`config.mk`:
```
export PLATFORM = sky130hd
export DESIGN_NAME = framed_packet_receive_parser
export DESIGN_NICKNAME = d
export VERILOG_FILES = /design/src/design/fpr_pkg.sv /design/src/design/framed_packet_receive_parser.sv
export SDC_FILE = /design/constraint.sdc
export NUM_CORES = 1
export LEC_CHECK = 0
export BUFFER_PORTS_ARGS = -buffer_cell sky130_fd_sc_hd__buf_2
export CAP_MARGIN = 0
export CORE_MARGIN = 4
export CORE_UTILIZATION = 51
export DETAILED_ROUTE_END_ITERATION = 12
export PLACE_DENSITY_LB_ADDON = 0.25
export SYNTH_ARGS = -nofsm -noshare
export SYNTH_HDL_FRONTEND = slang
export SYNTH_SLANG_ARGS = --single-unit
```
`constraint.sdc`:
```
create_clock -name clk -period 2.87 [get_ports clk]
set_clock_uncertainty 0.2 [all_clocks]
set_input_delay 0.1435 -clock clk [delete_from_list [all_inputs] [get_ports clk]]
set_output_delay 0.1435 -clock clk [all_outputs]
set_load 0.03 [all_outputs]
```
`src/design/fpr_pkg.sv`:
```
`default_nettype none

package fpr_pkg;

    // result kinds, carried on m_tuser
    localparam logic [2:0] KIND_HEADER  = 3'd0;
    localparam logic [2:0] KIND_PAYLOAD = 3'd1;
    localparam logic [2:0] KIND_ACCEPT  = 3'd2;
    localparam logic [2:0] KIND_BAD_END = 3'd3;
    localparam logic [2:0] KIND_BAD_OP  = 3'd4;
    localparam logic [2:0] KIND_STRAY   = 3'd5;

    // parser phases
    localparam logic [2:0] PH_START = 3'd0;
    localparam logic [2:0] PH_OP    = 3'd1;
    localparam logic [2:0] PH_LEN   = 3'd2;
    localparam logic [2:0] PH_DATA  = 3'd3;
    localparam logic [2:0] PH_END   = 3'd4;

    // operation codes
    localparam logic [2:0] OP_UPPER = 3'd0;
    localparam logic [2:0] OP_LOWER = 3'd1;
    localparam logic [2:0] OP_UPPER_ALT = 3'd5;
    localparam logic [7:0] OP_MAX = 8'd5;

    // configuration register indexes
    localparam logic [1:0] CFG_START_BYTE   = 2'd0;
    localparam logic [1:0] CFG_END_BYTE     = 2'd1;
    localparam logic [1:0] CFG_SMALL_LIMIT  = 2'd2;
    localparam logic [1:0] CFG_MEDIUM_LIMIT = 2'd3;

    localparam logic [7:0] RST_START_BYTE   = 8'h55;
    localparam logic [7:0] RST_END_BYTE     = 8'hAA;
    localparam logic [8:0] RST_SMALL_LIMIT  = 9'd64;
    localparam logic [8:0] RST_MEDIUM_LIMIT = 9'd128;

    localparam logic [7:0] CHR_LOWER_A = 8'h61;
    localparam logic [7:0] CHR_LOWER_Z = 8'h7A;
    localparam logic [7:0] CHR_UPPER_A = 8'h41;
    localparam logic [7:0] CHR_UPPER_Z = 8'h5A;
    localparam logic [7:0] CASE_OFFSET = 8'h20;

    localparam logic [1:0] SIZE_SMALL  = 2'd0;
    localparam logic [1:0] SIZE_MEDIUM = 2'd1;
    localparam logic [1:0] SIZE_LARGE  = 2'd2;

    typedef struct packed {
        logic       dispatched;
        logic [1:0] size_class;
        logic [7:0] position;
        logic [7:0] value;
        logic [2:0] operation;
    } result_t;

endpackage

`default_nettype wire

```
`src/design/framed_packet_receive_parser.sv`:
```
// Framed packet receive parser.
// Input stream s_*: one received byte per beat in s_tdata[7:0].
// Output stream m_*: at most one result per input beat; kind on m_tuser,
// the other result fields in m_tdata, final payload byte flagged on m_tlast.
// Frames are start byte, operation, length, payload bytes, end byte; the
// header result comes out on the length byte, payload bytes cut through.
// Each result is registered and appears on m_* in the cycle after its byte is accepted.
// Throughput: one byte per cycle, set by the single output register; the
// next byte is taken in the same cycle that the waiting result is taken.
// When the receiver stalls, s_tready drops until the output register is
// emptied; bytes that give no result are held back the same way.
// Configuration: cfg_we writes cfg_wdata to register cfg_addr (0 start
// byte, 1 end byte, 2 small limit, 3 medium limit); write only when idle.
// Reset: registers return to 0x55, 0xAA, 64, 128, the parser waits for a
// start byte and the output register is emptied.
`default_nettype none

module framed_packet_receive_parser
(
    input  wire  logic        clk,
    input  wire  logic        rst_n,
    input  wire  logic        s_tvalid,
    output logic              s_tready,
    input  wire  logic [7:0]  s_tdata,   // rx_byte
    output logic              m_tvalid,
    input  wire  logic        m_tready,
    output logic [23:0]       m_tdata,   // operation, value, position, size_class,
                                         // dispatched, zero pad
    output logic [2:0]        m_tuser,   // kind
    output logic              m_tlast,   // payload_last
    input  wire  logic        cfg_we,
    input  wire  logic [1:0]  cfg_addr,
    input  wire  logic [8:0]  cfg_wdata
);
    import fpr_pkg::*;

    logic [7:0] start_reg;
    logic [7:0] end_reg;
    logic [8:0] small_reg;
    logic [8:0] medium_reg;

    logic [2:0] phase_reg, phase_next;
    logic [2:0] op_reg, op_next;
    logic [7:0] len_reg, len_next;
    logic [7:0] seen_reg, seen_next;

    logic       out_valid_reg;
    result_t    res_reg, res_next;
    logic [2:0] kind_reg, kind_next;
    logic       last_reg, last_next;
    logic       emit;
    logic       accept;
    logic       is_last;
    logic [7:0] conv;

    function automatic logic [1:0] size_of(input logic [7:0] len,
                                           input logic [8:0] lim_s,
                                           input logic [8:0] lim_m);
        logic [8:0] l;
        l = {1'b0, len};
        if (l < lim_s)
            size_of = SIZE_SMALL;
        else if (l < lim_m)
            size_of = SIZE_MEDIUM;
        else
            size_of = SIZE_LARGE;
    endfunction

    assign s_tready = !out_valid_reg || m_tready;
    assign accept   = s_tvalid && s_tready;

    always_ff @(posedge clk or negedge rst_n)
    begin
        if (!rst_n)
        begin
            start_reg  <= RST_START_BYTE;
            end_reg    <= RST_END_BYTE;
            small_reg  <= RST_SMALL_LIMIT;
            medium_reg <= RST_MEDIUM_LIMIT;
        end
        else if (cfg_we)
        begin
            case (cfg_addr)
                CFG_START_BYTE:   start_reg  <= cfg_wdata[7:0];
                CFG_END_BYTE:     end_reg    <= cfg_wdata[7:0];
                CFG_SMALL_LIMIT:  small_reg  <= cfg_wdata;
                CFG_MEDIUM_LIMIT: medium_reg <= cfg_wdata;
                default:          start_reg  <= start_reg;
            endcase
        end
    end

    // case conversion of a payload byte
    always_comb
    begin
        conv = s_tdata;
        if ((op_reg == OP_UPPER || op_reg == OP_UPPER_ALT)
            && s_tdata >= CHR_LOWER_A && s_tdata <= CHR_LOWER_Z)
            conv = s_tdata - CASE_OFFSET;
        else if (op_reg == OP_LOWER && s_tdata >= CHR_UPPER_A && s_tdata <= CHR_UPPER_Z)
            conv = s_tdata + CASE_OFFSET;
    end

    assign is_last = (({1'b0, seen_reg} + 9'd1) >= {1'b0, len_reg});

    always_comb
    begin
        phase_next = phase_reg;
        op_next    = op_reg;
        len_next   = len_reg;
        seen_next  = seen_reg;
        emit       = 1'b0;
        kind_next  = KIND_STRAY;
        last_next  = 1'b0;
        res_next   = '0;
        case (phase_reg)
            PH_OP:
            begin
                if (s_tdata <= OP_MAX)
                begin
                    op_next    = s_tdata[2:0];
                    phase_next = PH_LEN;
                end
                else
                begin
                    phase_next     = PH_START;
                    emit           = 1'b1;
                    kind_next      = KIND_BAD_OP;
                    res_next.value = s_tdata;
                end
            end
            PH_LEN:
            begin
                len_next   = s_tdata;
                seen_next  = '0;
                // zero length skips straight to the end byte
                phase_next = (s_tdata == 8'd0) ? PH_END : PH_DATA;
                emit       = 1'b1;
                kind_next  = KIND_HEADER;
                res_next.operation  = op_reg;
                res_next.value      = s_tdata;
                res_next.size_class = size_of(s_tdata, small_reg, medium_reg);
            end
            PH_DATA:
            begin
                emit      = 1'b1;
                kind_next = KIND_PAYLOAD;
                last_next = is_last;
                res_next.operation = op_reg;
                res_next.value     = conv;
                res_next.position  = seen_reg;
                seen_next = seen_reg + 8'd1;
                if (is_last)
                    phase_next = PH_END;
            end
            PH_END:
            begin
                phase_next = PH_START;
                emit       = 1'b1;
                res_next.operation  = op_reg;
                res_next.value      = len_reg;
                res_next.size_class = size_of(len_reg, small_reg, medium_reg);
                if (s_tdata == end_reg)
                begin
                    kind_next = KIND_ACCEPT;
                    res_next.dispatched = (op_reg == OP_UPPER || op_reg == OP_LOWER
                                           || op_reg == OP_UPPER_ALT);
                end
                else
                    kind_next = KIND_BAD_END;
            end
            default:
            begin
                phase_next = PH_START;
                if (s_tdata == start_reg)
                    phase_next = PH_OP;
                else
                begin
                    emit           = 1'b1;
                    kind_next      = KIND_STRAY;
                    res_next.value = s_tdata;
                end
            end
        endcase
    end

    always_ff @(posedge clk or negedge rst_n)
    begin
        if (!rst_n)
        begin
            phase_reg     <= PH_START;
            op_reg        <= '0;
            len_reg       <= '0;
            seen_reg      <= '0;
            out_valid_reg <= 1'b0;
        end
        else
        begin
            if (accept)
            begin
                phase_reg <= phase_next;
                op_reg    <= op_next;
                len_reg   <= len_next;
                seen_reg  <= seen_next;
            end
            if (s_tready)
                out_valid_reg <= accept && emit;
        end
    end

    always_ff @(posedge clk)
    begin
        if (accept)
        begin
            res_reg  <= res_next;
            kind_reg <= kind_next;
            last_reg <= last_next;
        end
    end

    assign m_tvalid = out_valid_reg;
    assign m_tdata  = {2'b00, res_reg};
    assign m_tuser  = kind_reg;
    assign m_tlast  = last_reg;

`ifndef ASSERT_OFF
    a_last_only_payload: assert property (@(posedge clk) disable iff (!rst_n)
        (m_tvalid && m_tlast) |-> (m_tuser == KIND_PAYLOAD))
        else $error("tlast on a beat that is not a payload byte");

    a_disp_only_accept: assert property (@(posedge clk) disable iff (!rst_n)
        (m_tvalid && m_tdata[21]) |-> (m_tuser == KIND_ACCEPT))
        else $error("dispatched flag on a beat that is not a frame accept");

    a_seen_below_len: assert property (@(posedge clk) disable iff (!rst_n)
        (phase_reg == PH_DATA) |-> (seen_reg < len_reg))
        else $error("payload index ran past frame length");

    a_start_silent: assert property (@(posedge clk) disable iff (!rst_n)
        (accept && phase_reg == PH_START && s_tdata == start_reg)
        |=> (!m_tvalid && phase_reg == PH_OP))
        else $error("start byte gave a result or missed the operation phase");
`endif

endmodule

`default_nettype wire
```
# ---- Yosys cells after proc, flatten, opt, wreduce, memory -nomap -nowiden
# Index checks and enable logic that the tools add are counted.
dict set report op_classes {
  addsub 4
  magnitude_cmp 10
  eq_ne 12
  n_reduce_logical 25
  muxes 22
}
# operator count
set ops {}
lappend ops {{8-bit by 9-bit less-than comparator with 1-bit output} 4}
lappend ops {{8-bit two-way mux} 4}
lappend ops {{8-bit one-hot mux with 4 select lines} 1}
lappend ops {{3-bit one-hot mux with 4 select lines} 2}
lappend ops {{8-bit equality test} 2}
lappend ops {{8-bit by 7-bit greater-or-equal comparator with 1-bit output (second input constant)} 2}
lappend ops {{8-bit by 7-bit <= comparator with 1-bit output (second input constant)} 2}
lappend ops {{8-bit one-hot mux with 2 select lines} 1}
lappend ops {{2-bit AND reduction} 8}
lappend ops {{2-bit two-way mux} 5}
lappend ops {{8-bit by 1-bit adder with 9-bit output (second input constant)} 1}
lappend ops {{9-bit by 8-bit greater-or-equal comparator with 1-bit output} 1}
lappend ops {{8-bit by 1-bit adder with 8-bit output (second input constant)} 1}
lappend ops {{8-bit by 6-bit adder with 8-bit output (second input constant)} 1}
lappend ops {{8-bit by 3-bit <= comparator with 1-bit output (second input constant)} 1}
lappend ops {{8-bit zero test} 1}
lappend ops {{8-bit by 6-bit subtractor with 8-bit output (second input constant)} 1}
lappend ops {{3-bit by 1-bit equality test with 1-bit output (second input constant)} 2}
lappend ops {{3-bit by 2-bit equality test with 1-bit output (second input constant)} 2}
lappend ops {{3-bit equality test (second input constant)} 2}
lappend ops {{1-bit logical AND} 6}
lappend ops {{3-bit two-way mux} 2}
lappend ops {{1-bit two-way mux} 5}
lappend ops {{2-bit equality test (second input constant)} 2}
lappend ops {{11 further kinds} 14}
dict set report totals {
  input_bits 24
  regBits 83
  wordCells 89
  out_inout_bits 30
}

# ---- Longest topological paths before layout
# Gate-level depths: netlist of run 1.
dict set report logic_depth {
  depth_word 6
  mapped_depth 11
  depth_no_buf 11
}

# ---- Worst setup path before layout of run 1
# Ideal clock, no wire load.
dict set report synth_path {
  path_kind {register -> register}
  start {register out_valid_reg (netlist: m_tvalid)}
  end {register len_reg[0]}
  arrival_ps 2417
  setup_time_ps 125
  period_less_slack_ps 2742
  n_path_buf 0
  required_time_ps 2545
  setup_slack_ps 128
  path_stages_with_launch 7
  cell_sequence {dfrtp_1 -> nand2b_1 -> nand2_1 -> inv_1 -> nand2_1 -> nor2_1 -> mux2_2}
}
dict set report synth_via {
  elab_chain_cells 4
}
# item line
set synth_rtl {}
lappend synth_rtl {{from (decl)} framed_packet_receive_parser.sv:47} ;# logic out_valid_reg;
lappend synth_rtl {{from (signal assigned)} framed_packet_receive_parser.sv:207} ;# out_valid_reg <= accept && emit;
lappend synth_rtl {{1-bit zero test} framed_packet_receive_parser.sv:69} ;# assign s_tready = !out_valid_reg || m_tready;
lappend synth_rtl {{1-bit logical OR} framed_packet_receive_parser.sv:69}
lappend synth_rtl {{net s_tready} framed_packet_receive_parser.sv:23} ;# output logic s_tready,
lappend synth_rtl {{1-bit logical AND} framed_packet_receive_parser.sv:70} ;# assign accept = s_tvalid && s_tready;
lappend synth_rtl {{net accept} framed_packet_receive_parser.sv:52} ;# logic accept;
lappend synth_rtl {{2-bit AND reduction (no line)} -}
lappend synth_rtl {{to (signal assigned)} framed_packet_receive_parser.sv:203} ;# len_reg <= len_next;
lappend synth_rtl {{to (decl)} framed_packet_receive_parser.sv:44} ;# logic [7:0] len_reg, len_next;
# The timed path passes the listed nets, and every way through them passes these cells.
# A chain may end at the register's enable or synchronous reset.

# ---- Final worst setup path of run 1
dict set report layout_path {
  start {register seen_reg[3]}
  end {register phase_reg[2]}
}
dict set report layout_via {
  elab_chain_cells 4
}
# item line
set layout_rtl {}
lappend layout_rtl {{from (decl)} framed_packet_receive_parser.sv:45} ;# logic [7:0] seen_reg, seen_next;
lappend layout_rtl {{from (signal assigned)} framed_packet_receive_parser.sv:204} ;# seen_reg <= seen_next;
lappend layout_rtl {{8-bit by 1-bit adder with 9-bit output} framed_packet_receive_parser.sv:104} ;# assign is_last = (({1'b0, seen_reg} + 9'd1) >= {1'b0, len_reg});
lappend layout_rtl {{9-bit by 8-bit greater-or-equal comparator with 1-bit output} framed_packet_receive_parser.sv:104}
lappend layout_rtl {{2-bit inequality test (no line)} -}
lappend layout_rtl {{2-bit AND reduction (no line)} -}
lappend layout_rtl {{to (signal assigned)} framed_packet_receive_parser.sv:201} ;# phase_reg <= phase_next;
lappend layout_rtl {{to (decl)} framed_packet_receive_parser.sv:42} ;# logic [2:0] phase_reg, phase_next;
# No other way between the ends.

==> impl_metrics.toml, run 1 <==
[run_status]
outcome = "finished clean"

[final_layout]
fin_area_um2 = 5730
regArea_um2 = 2220
n_antenna_cell = 0
drive_gt1_share_pct = 26.0
instances_no_fill = 659
largest_register_ffs = 22
nFillCells = 779
multi_input_area_um2 = 2460
fin_nets = 589
fin_util_pct = 61.7
area_growth_pct = 17.0

[timing]
hold_slack_ns = 0.00955
setup_tns_ns = 0
finalCriticalPeriod_ns = 2.70
setup_ws_ns = 0.172
fmax_mhz = 371
finalCritPeriodShare_pct = 94.0
maxSlewViolCount = 0
finalSetupViolations = 0
tightestPinTransition_ns = 0.712
max_slew_margin_pct = 52.1
hold_violations = 0

[pwr]
power_mw = 4.26
power.density_nw_per_um2 = 743
p_leak_nw = 2.59
irDropWorstVdd_mv = 0.344

[critical_path]
r2r-start = "seen_reg[3]"
critPathCaptureType = "flop"
rrSetupSlack_ns = 0.17
cpPeakStageDelay_ns = 0.36
worstSetupStartpointType = "flop"
path_class = "flop to flop"
cp-endpoint = "phase_reg[2]"
path_max_fanout = 4
r2r_end = "phase_reg[2]"
cp.required_ns = 2.93
cp-startpoint = "seen_reg[3]"
cp_slowest_cell = "dfrtp_1"
worst_ep_arrival_time_ns = 2.75
r2r_cells = 11
cp_cell_sequence = "and3_1 > and3_2 > nand3_1 > xnor2_2 > ha_1 > and4_1 > o211ai_1 > o22ai_1 > a2111oi_4 > o21ai_2 > a22o_1"

[synth]
netlist_area_um2 = 4900
ys.flop_type = "dfrtp_1"
ys_seq_area_share_pct = 45.3
ys_top_cells_by_area = "dfrtp_1, edfxtp_1, ha_1"
syn_inst = 449
avgSynthCellArea_um2 = 10.9
yosys.area.top_type = "dfrtp_1"
yosys_warnings = 0
synth_top_area_share_pct = 24.0
synth_common_cells = "dfrtp_1, nand2_1, ha_1, mux2_2, inv_1"
synth_edf_count = 26
ys_ff_latch = 83
synth-async-reset-ratio_pct = 68.7
synth_most_common_cell = "dfrtp_1"
synth.distinct_cells = 59

[route]
vias = 3696
drtIter0Drc = 184
wirelength_um = 11500
ant_nets = 0
drc_errors = 0
wl_per_cell_um = 17.5
avgViaCountPerCell = 5.61
dr.pass1.iters = 5

[cts]
cts_tree = "built"
cts.sinks = 83
cts_inserted_buffers = 9
clk_pin_slew_ns = 0.09
cts.root.buffer_cell = "clkbuf_8"
clk_latency_ns = 0.36
cts.path.max_buffers = 2
cts_htree_levels = 3

[global_route]
antenna_found_initial = 0
grt_pass1_vias = 3824
grt_usage_pct = 21.8
grt_first_pass_wirelength_um = 19400
overflow = 0
grt_max_degree = 30

[placed_design]
placed_cell_area_um2 = 5270
io_buffers = 51
place_congestion = 0.858
place_ws_ns = 0.0336
place_inst = 622
dp_hpwl_um = 8520

[die]
die_h_um = 106
start_util_pct = 52.7
rows = 35
die_w_um = 106
top_level_ports = 54
core-area_um2 = 9280
die_area_um2 = 11200

[job]
maxCapViolations = 0

[hold_path]
min_path_type = "input pin to async pin"
## worst min-delay path by stage
stage / slack, ns / cells past startpoint / startpoint / to
final: 0.01 / 2 / rst_n / end_reg[0]
after global routing: 0.07 / 2 / rst_n / end_reg[6]
after CTS: 0.01 / 2 / rst_n / end_reg[0]
after detailed placement: -0.13 / 1 / rst_n / end_reg[0]
after global placement: -0.15 / 1 / rst_n / end_reg[0]
after floorplan: -0.35 / 0 / rst_n / end_reg[0]
## worst max-delay path: cells and delay by family (launching register included)
family | cells | cell delay [ns]
and+or+nand+nor | 4 | 0.77
xor gates and xnor gates | 1 | 0.17
adders and majority gates | 1 | 0.30
DFF | 1 | 0.36
AOI/OAI and AO/OA | 5 | 0.79
## layout by cell type (no fill, tap or decap), drive strengths merged, types with 3 or more instances in the layout
| master | count |
|---|---|
| nand2 | 42 |
| mux2 | 37 |
| mux2i | 3 |
| nor4 | 6 |
| a21oi | 19 |
| buf | 61 |
| a32oi | 3 |
| bufinv | 3 |
| edfxtp | 26 |
| ha | 40 |
| a21o | 3 |
| a211oi | 3 |
| nor2 | 17 |
| nor2b | 5 |
| a22o | 5 |
| nand3 | 10 |
| xor2 | 10 |
| and3 | 14 |
| nor3 | 7 |
| xnor2 | 12 |
| o21ai | 25 |
| dfrtp | 47 |
| a22oi | 7 |
| nand2b | 10 |
| dlygate4sd3 | 20 |
| inv | 34 |
| nand4 | 4 |
| dfstp | 10 |
| nand3b | 4 |
| clkbuf | 11 |
| o22ai | 4 |
## report_power, final
part / internal [mW] / switching (mW) / leakage, nW
clock network: 0.578 / 0.436 / 0.115
registers: 1.50 / 0.212 / 0.928
logic: 0.621 / 0.911 / 1.55
## layout make-up
cell class,count,area share [%]
clock inverter,5,1.79
multi-input combinational,316,42.9
clock buffer,11,2.29
tap,129,2.82
inverter,34,2.23
timing repair buffer,81,9.26
sequential,83,38.7
## layer usage
layer,up-vias,track usage (%),part of all wire [%]
li1,1766,-,-
met1,1784,29.7,44
met2,122,35.7,48
met3,24,3.16,5.1
met4,0,7.59,2.3
met5,-,0,0
## what timing repair did
item / in CTS / in global routing
hold buffers: 20 / 0
gates resized for setup: 0 / 5
setup endpoints to repair: 0 / 5
endpoints found under the hold margin: 97 / 0
buffers inserted: 0 / 1
## cell families after synthesis
group	synth area share [%]
AOI/OAI and AO/OA	11.3
and+or+nand+nor	14.8
muxes	9.12
adders and majority gates	10.4
xor gates and xnor gates	3.93
DFF	45.3
other	0.0766
buffers and inverters	5.03
Note: power is estimated with default switching activity, not from simulation.
==> run 2, diff against run 1 <==
- ABC_AREA: default -> 1
==> run 2 against run 1 <==
  * First-iteration DRC count up 11%
  * Largest power group is now combinational logic
  * Combinational power up 17%
  * Non-clock buffer count down 12
  * Clock power down 27%
  * Worst setup slack better by 0.086 ns
  * Count of clock-buffer cells in the layout up 3
  * Sequential share of layout area up 1.1 points
  * Via count up 11%
  * Flip-flop and latch count unchanged
  * Fmax up 3.3%
==> impl_metrics.toml, run 2 <==
[placed_design]
dp_hpwl_um = 8640
place_congestion = 0.933
placed_cell_area_um2 = 5270
place_ws_ns = 0.269
io_buffers = 51
place_inst = 753

[timing]
setup_tns_ns = 0
max_slew_margin_pct = 51.9
finalCriticalPeriod_ns = 2.61
maxSlewViolCount = 0
setup_ws_ns = 0.258
tightestPinTransition_ns = 0.722
finalSetupViolations = 0
hold_slack_ns = 0.0243
fmax_mhz = 383
rsz0062_at_grt = "false"
hold_violations = 0
finalCritPeriodShare_pct = 91.0

[critical_path]
worst_ep_arrival_time_ns = 2.71
worstSetupStartpointType = "flop"
cpPeakStageDelay_ns = 0.41
cp.required_ns = 2.97
critPathCaptureType = "flop"
path_common_cell = "nand2_1"
path_max_fanout = 4
cp_slowest_cell = "dfrtp_1"
cp_cell_sequence = "ha_1 > nand2_1 > nor2_4 > nand3_1 > xor2_2 > inv_1 > ha_1 > a21oi_1 > o211ai_1 > nor2_1 > nand4_1 > nand2_1 > nand2_1 > nand2_1"
path_class = "flop to flop"

[pwr]
p_leak_nw = 2.69
power.density_nw_per_um2 = 763
power_mw = 4.26
irDropWorstVdd_mv = 0.307

[global_route]
grt_pass1_vias = 4011
grt_max_degree = 58
overflow = 0
grt_first_pass_wirelength_um = 19100
antenna_found_initial = 0
grt_usage_pct = 21.5

[route]
wirelength_um = 11400
wl_per_cell_um = 14.6
drtIter0Drc = 205
ant_nets = 0
vias = 4111
drc_errors = 0
dr.pass1.iters = 5
avgViaCountPerCell = 5.25

[synth]
ys_top_cells_by_area = "dfrtp_1, edfxtp_1, ha_1"
yosys.area.top_type = "dfrtp_1"
yosys_warnings = 0
synth_edf_count = 26
ys.flop_type = "dfrtp_1"
avgSynthCellArea_um2 = 8.39
synth_most_common_cell = "nand2_1"
synth.distinct_cells = 39
ys_ff_latch = 83
syn_inst = 582
synth_top_area_share_pct = 24.1
ys_seq_area_share_pct = 45.4
netlist_area_um2 = 4880
synth-async-reset-ratio_pct = 68.7
synth_common_cells = "nand2_1, inv_1, o21ai_0, dfrtp_1, nor2_1"

[final_layout]
multi_input_area_um2 = 2300
final_cell_mix = "nand2_1, inv_1, o21ai_0"
n_antenna_cell = 0
fin_nets = 713
fin_area_um2 = 5580
instances_no_fill = 783
nFillCells = 859
area_growth_pct = 14.2
largest_register_ffs = 22
fin_util_pct = 60.1
final_common_cell = "nand2_1"
regArea_um2 = 2220
drive_gt1_share_pct = 15.6

[run_status]
outcome = "finished clean"

[cts]
cts.root.buffer_cell = "clkbuf_8"
cts_htree_levels = 3
cts.sinks = 83
clk_latency_ns = 0.36
cts.path.max_buffers = 2
clk_pin_slew_ns = 0.09
cts_tree = "built"
cts_inserted_buffers = 9

[die]
rows = 35
die_h_um = 106
die_area_um2 = 11200
top_level_ports = 54
start_util_pct = 52.6
core-area_um2 = 9280
die_w_um = 106

[hold_path]
min_path_type = "input pin to flop"

[job]
maxCapViolations = 0
[run 2: cells by family after synthesis]
| family | Yosys count | share of synthesized area (%) |
|---|---|---|
| AOI/OAI and AO/OA | 111 | 12.3 |
| xor gates and xnor gates | 21 | 3.77 |
| and+or+nand+nor | 230 | 20.4 |
| buffers and inverters | 96 | 7.76 |
| DFF | 83 | 45.4 |
| adders and majority gates | 40 | 10.2 |
| other | 1 | 0.0768 |
[run 2: timing repair]
item                                   CTS  global route
setup endpoints to repair                0             2
resized for setup                        0             2
buffers inserted                         0             2
endpoints found under the hold margin   83             0
hold buffers                            12             0
[run 2: where the power goes]
part | leakage, nW | internal, mW | switching, mW
Clock | 0.0847 | 0.340 | 0.402
Combinational | 1.65 | 0.621 | 1.17
Sequential | 0.961 | 1.52 | 0.202
Total | 2.69 | 2.48 | 1.78
[run 2: final cells by class]
| cell class | instances | share of cell area, % |
|---|---|---|
| Clock buffer | 14 | 2.74 |
| Clock inverter | 2 | 0.247 |
| Inverter | 82 | 5.56 |
| Multi-Input combinational cell | 404 | 41.3 |
| Sequential cell | 83 | 39.8 |
| Tap cell | 129 | 2.89 |
| Timing Repair Buffer | 69 | 7.53 |
[run 2: path summary, 6_finish.rpt]
check / cells past startpoint / slack [ns] / startpoint / to
worst min register to register: 2 / 0.29 / small_reg[4] / small_reg[4]
min in group asynchronous: 3 / 0.26 / rst_n / start_reg[7]
worst min-delay path: 3 / 0.02 / s_tdata[1] / op_reg[1]
worst max register to register: 14 / 0.26 / seen_reg[0] / phase_reg[0]
worst max-delay path: 14 / 0.26 / seen_reg[0] / phase_reg[0]
max in group asynchronous: 3 / 1.73 / rst_n / small_reg[4]
[run 2: worst max-delay path: cells and delay by family (launching register included)]
| family | cells | cell delay, ns |
|---|---|---|
| compound gates | 2 | 0.25 |
| xor+xnor | 1 | 0.15 |
| fa+ha+maj | 2 | 0.51 |
| buf+inv | 1 | 0.05 |
| flops | 1 | 0.41 |
| simple gates | 8 | 0.98 |
[run 2: metal layers]
layer  vias to the layer above  wire length (um)  GRT usage [%]
li1                       2039                 -              -
met1                      1911              4910           27.8
met2                       128              5500           35.2
met3                        33               537           2.94
met4                         0               459           11.1
met5                         -                 0              0
==> run 3, diff against run 2 <==
- CORE_MARGIN: 4 -> 5
==> run 3 against run 2 <==
  * Routed wire length grew 1.9%
  * Cell area grew 0.67%
  * First-iteration DRC count shrank 12%
==> impl_metrics.toml, run 3 (same netlist as run 2, synthesis figures left out) <==
[timing]
max_slew_margin_pct = 51.5
maxSlewViolCount = 0
fmax_mhz = 382
finalSetupViolations = 0
finalCritPeriodShare_pct = 91.3
rsz0062_at_grt = "false"
finalCriticalPeriod_ns = 2.62
hold_violations = 0
setup_tns_ns = 0
tightestPinTransition_ns = 0.727
hold_slack_ns = 0.0566

[route]
wl_per_cell_um = 14.8
wirelength_um = 11600
avgViaCountPerCell = 5.27
dr.pass1.iters = 5
drtIter0Drc = 180
ant_nets = 0
drc_errors = 0
vias = 4133

[die]
die_h_um = 108
die_w_um = 108
rows = 35
core-area_um2 = 9280
top_level_ports = 54
die_area_um2 = 11600
start_util_pct = 52.6

[placed_design]
place_congestion = 0.933
dp_hpwl_um = 8830
io_buffers = 51
place_inst = 753

[final_layout]
regArea_um2 = 2220
fin_util_pct = 60.5
nFillCells = 856
n_antenna_cell = 0
multi_input_area_um2 = 2300
area_growth_pct = 15.0
final_cell_mix = "nand2_1, inv_1, o21ai_0"
drive_gt1_share_pct = 15.9
final_common_cell = "nand2_1"
fin_nets = 714
instances_no_fill = 784
largest_register_ffs = 22

[hold_path]
min_path_type = "input pin to flop"
hp-start = "s_tdata[4]"
holdPathStages = 3
whs_endpoint = "len_reg[4]"

[job]
maxCapViolations = 0

[critical_path]
cp.required_ns = 2.96
path_max_fanout = 4
critPathCaptureType = "flop"
r2r_cells = 14
worst_ep_arrival_time_ns = 2.71
rrSetupSlack_ns = 0.25
r2r_end = "phase_reg[2]"
path_class = "flop to flop"
r2r-start = "seen_reg[0]"
worstSetupStartpointType = "flop"

[pwr]
p_comb_share_pct = 41.7
clockPowerShare_pct = 18.2
p_leak_nw = 2.71
power_mw = 4.31
seqPwrFrac_pct = 40.1
power.switching_mw = 1.79
swShare_pct = 41.6
irDropWorstVdd_mv = 0.313
power.density_nw_per_um2 = 767
power.internal_mw = 2.52

[global_route]
grt_max_degree = 30
grt_pass1_vias = 4061
grt_first_pass_wirelength_um = 19300
overflow = 0
antenna_found_initial = 0
grt_usage_pct = 21.1

[run_status]
outcome = "finished clean"

[cts]
cts.sinks = 83
cts.path.max_buffers = 2
clk_pin_slew_ns = 0.09
cts_tree = "built"
clk_latency_ns = 0.35
cts_inserted_buffers = 9
cts_htree_levels = 3
cts.root.buffer_cell = "clkbuf_8"
## run 3: stage by stage
stage	worst slack, ns	area, um^2
after floorplan	0.327	4890
after global placement	0.432	5280
after detailed placement	0.278	5280
after CTS	0.260	5590
after global routing	0.0135	5620
final	0.249	5620
## run 3: worst max-delay path by stage
stage	end	start	cells after the start
2_1_floorplan	len_reg[5]	m_tvalid	7
3_3_place_gp	phase_reg[0]	seen_reg[0]	14
3_5_place_dp	phase_reg[2]	seen_reg[0]	14
4_1_cts	phase_reg[2]	seen_reg[0]	14
5_1_grt	phase_reg[0]	seen_reg[0]	14
6_report	phase_reg[2]	seen_reg[0]	14
## run 3: metal layers
metal / wire [um] / vias up / global-route usage, %
li1: - / 2058 / -
met1: 5210 / 1922 / 27.0
met2: 5530 / 122 / 35.9
met3: 502 / 31 / 3.00
met4: 384 / 0 / 8.75
met5: 0 / - / 0
## run 3: cell type report
class                           count  share of cell area, %
Multi-Input combinational cell    404                   41.0
Sequential cell                    83                   39.5
Inverter                           82                   5.52
Timing Repair Buffer               70                   7.88
Clock buffer                       12                   2.78
Tap cell                          129                   2.87
Clock inverter                      4                  0.445
## run 3: repair_timing
action / 4_1_cts / 5_1_grt
buffers inserted: 0 / 2
endpoints found under the setup margin: 0 / 3
hold buffers: 13 / 0
endpoints found under the hold margin: 64 / 0
resized for setup: 0 / 2
## run 3: worst max-delay path, stage by stage (launching register included)
cell and delay [ns]:
dfrtp_1 0.42, ha_1 0.22, nand2_1 0.10, nor2_4 0.12, nand3_1 0.12, xor2_2 0.16, inv_1 0.06, ha_1 0.30
a21oi_1 0.15, o211ai_1 0.10, nor2_1 0.17, nand4_1 0.19, nand2_1 0.13, nand2_1 0.06, nand2_1 0.06
## run 3: power by group through the flow
| stage | Sequential, mW | Combinational [mW] | Clock, mW |
|---|---|---|---|
| after global placement | 1.73 | 1.71 | 0 |
| after global routing | 1.76 | 2.04 | 0.841 |
| after CTS | 1.72 | 1.78 | 0.798 |
| final | 1.73 | 1.80 | 0.784 |
| after floorplan | 1.84 | 1.17 | 0 |
| after detailed placement | 1.75 | 1.76 | 0 |
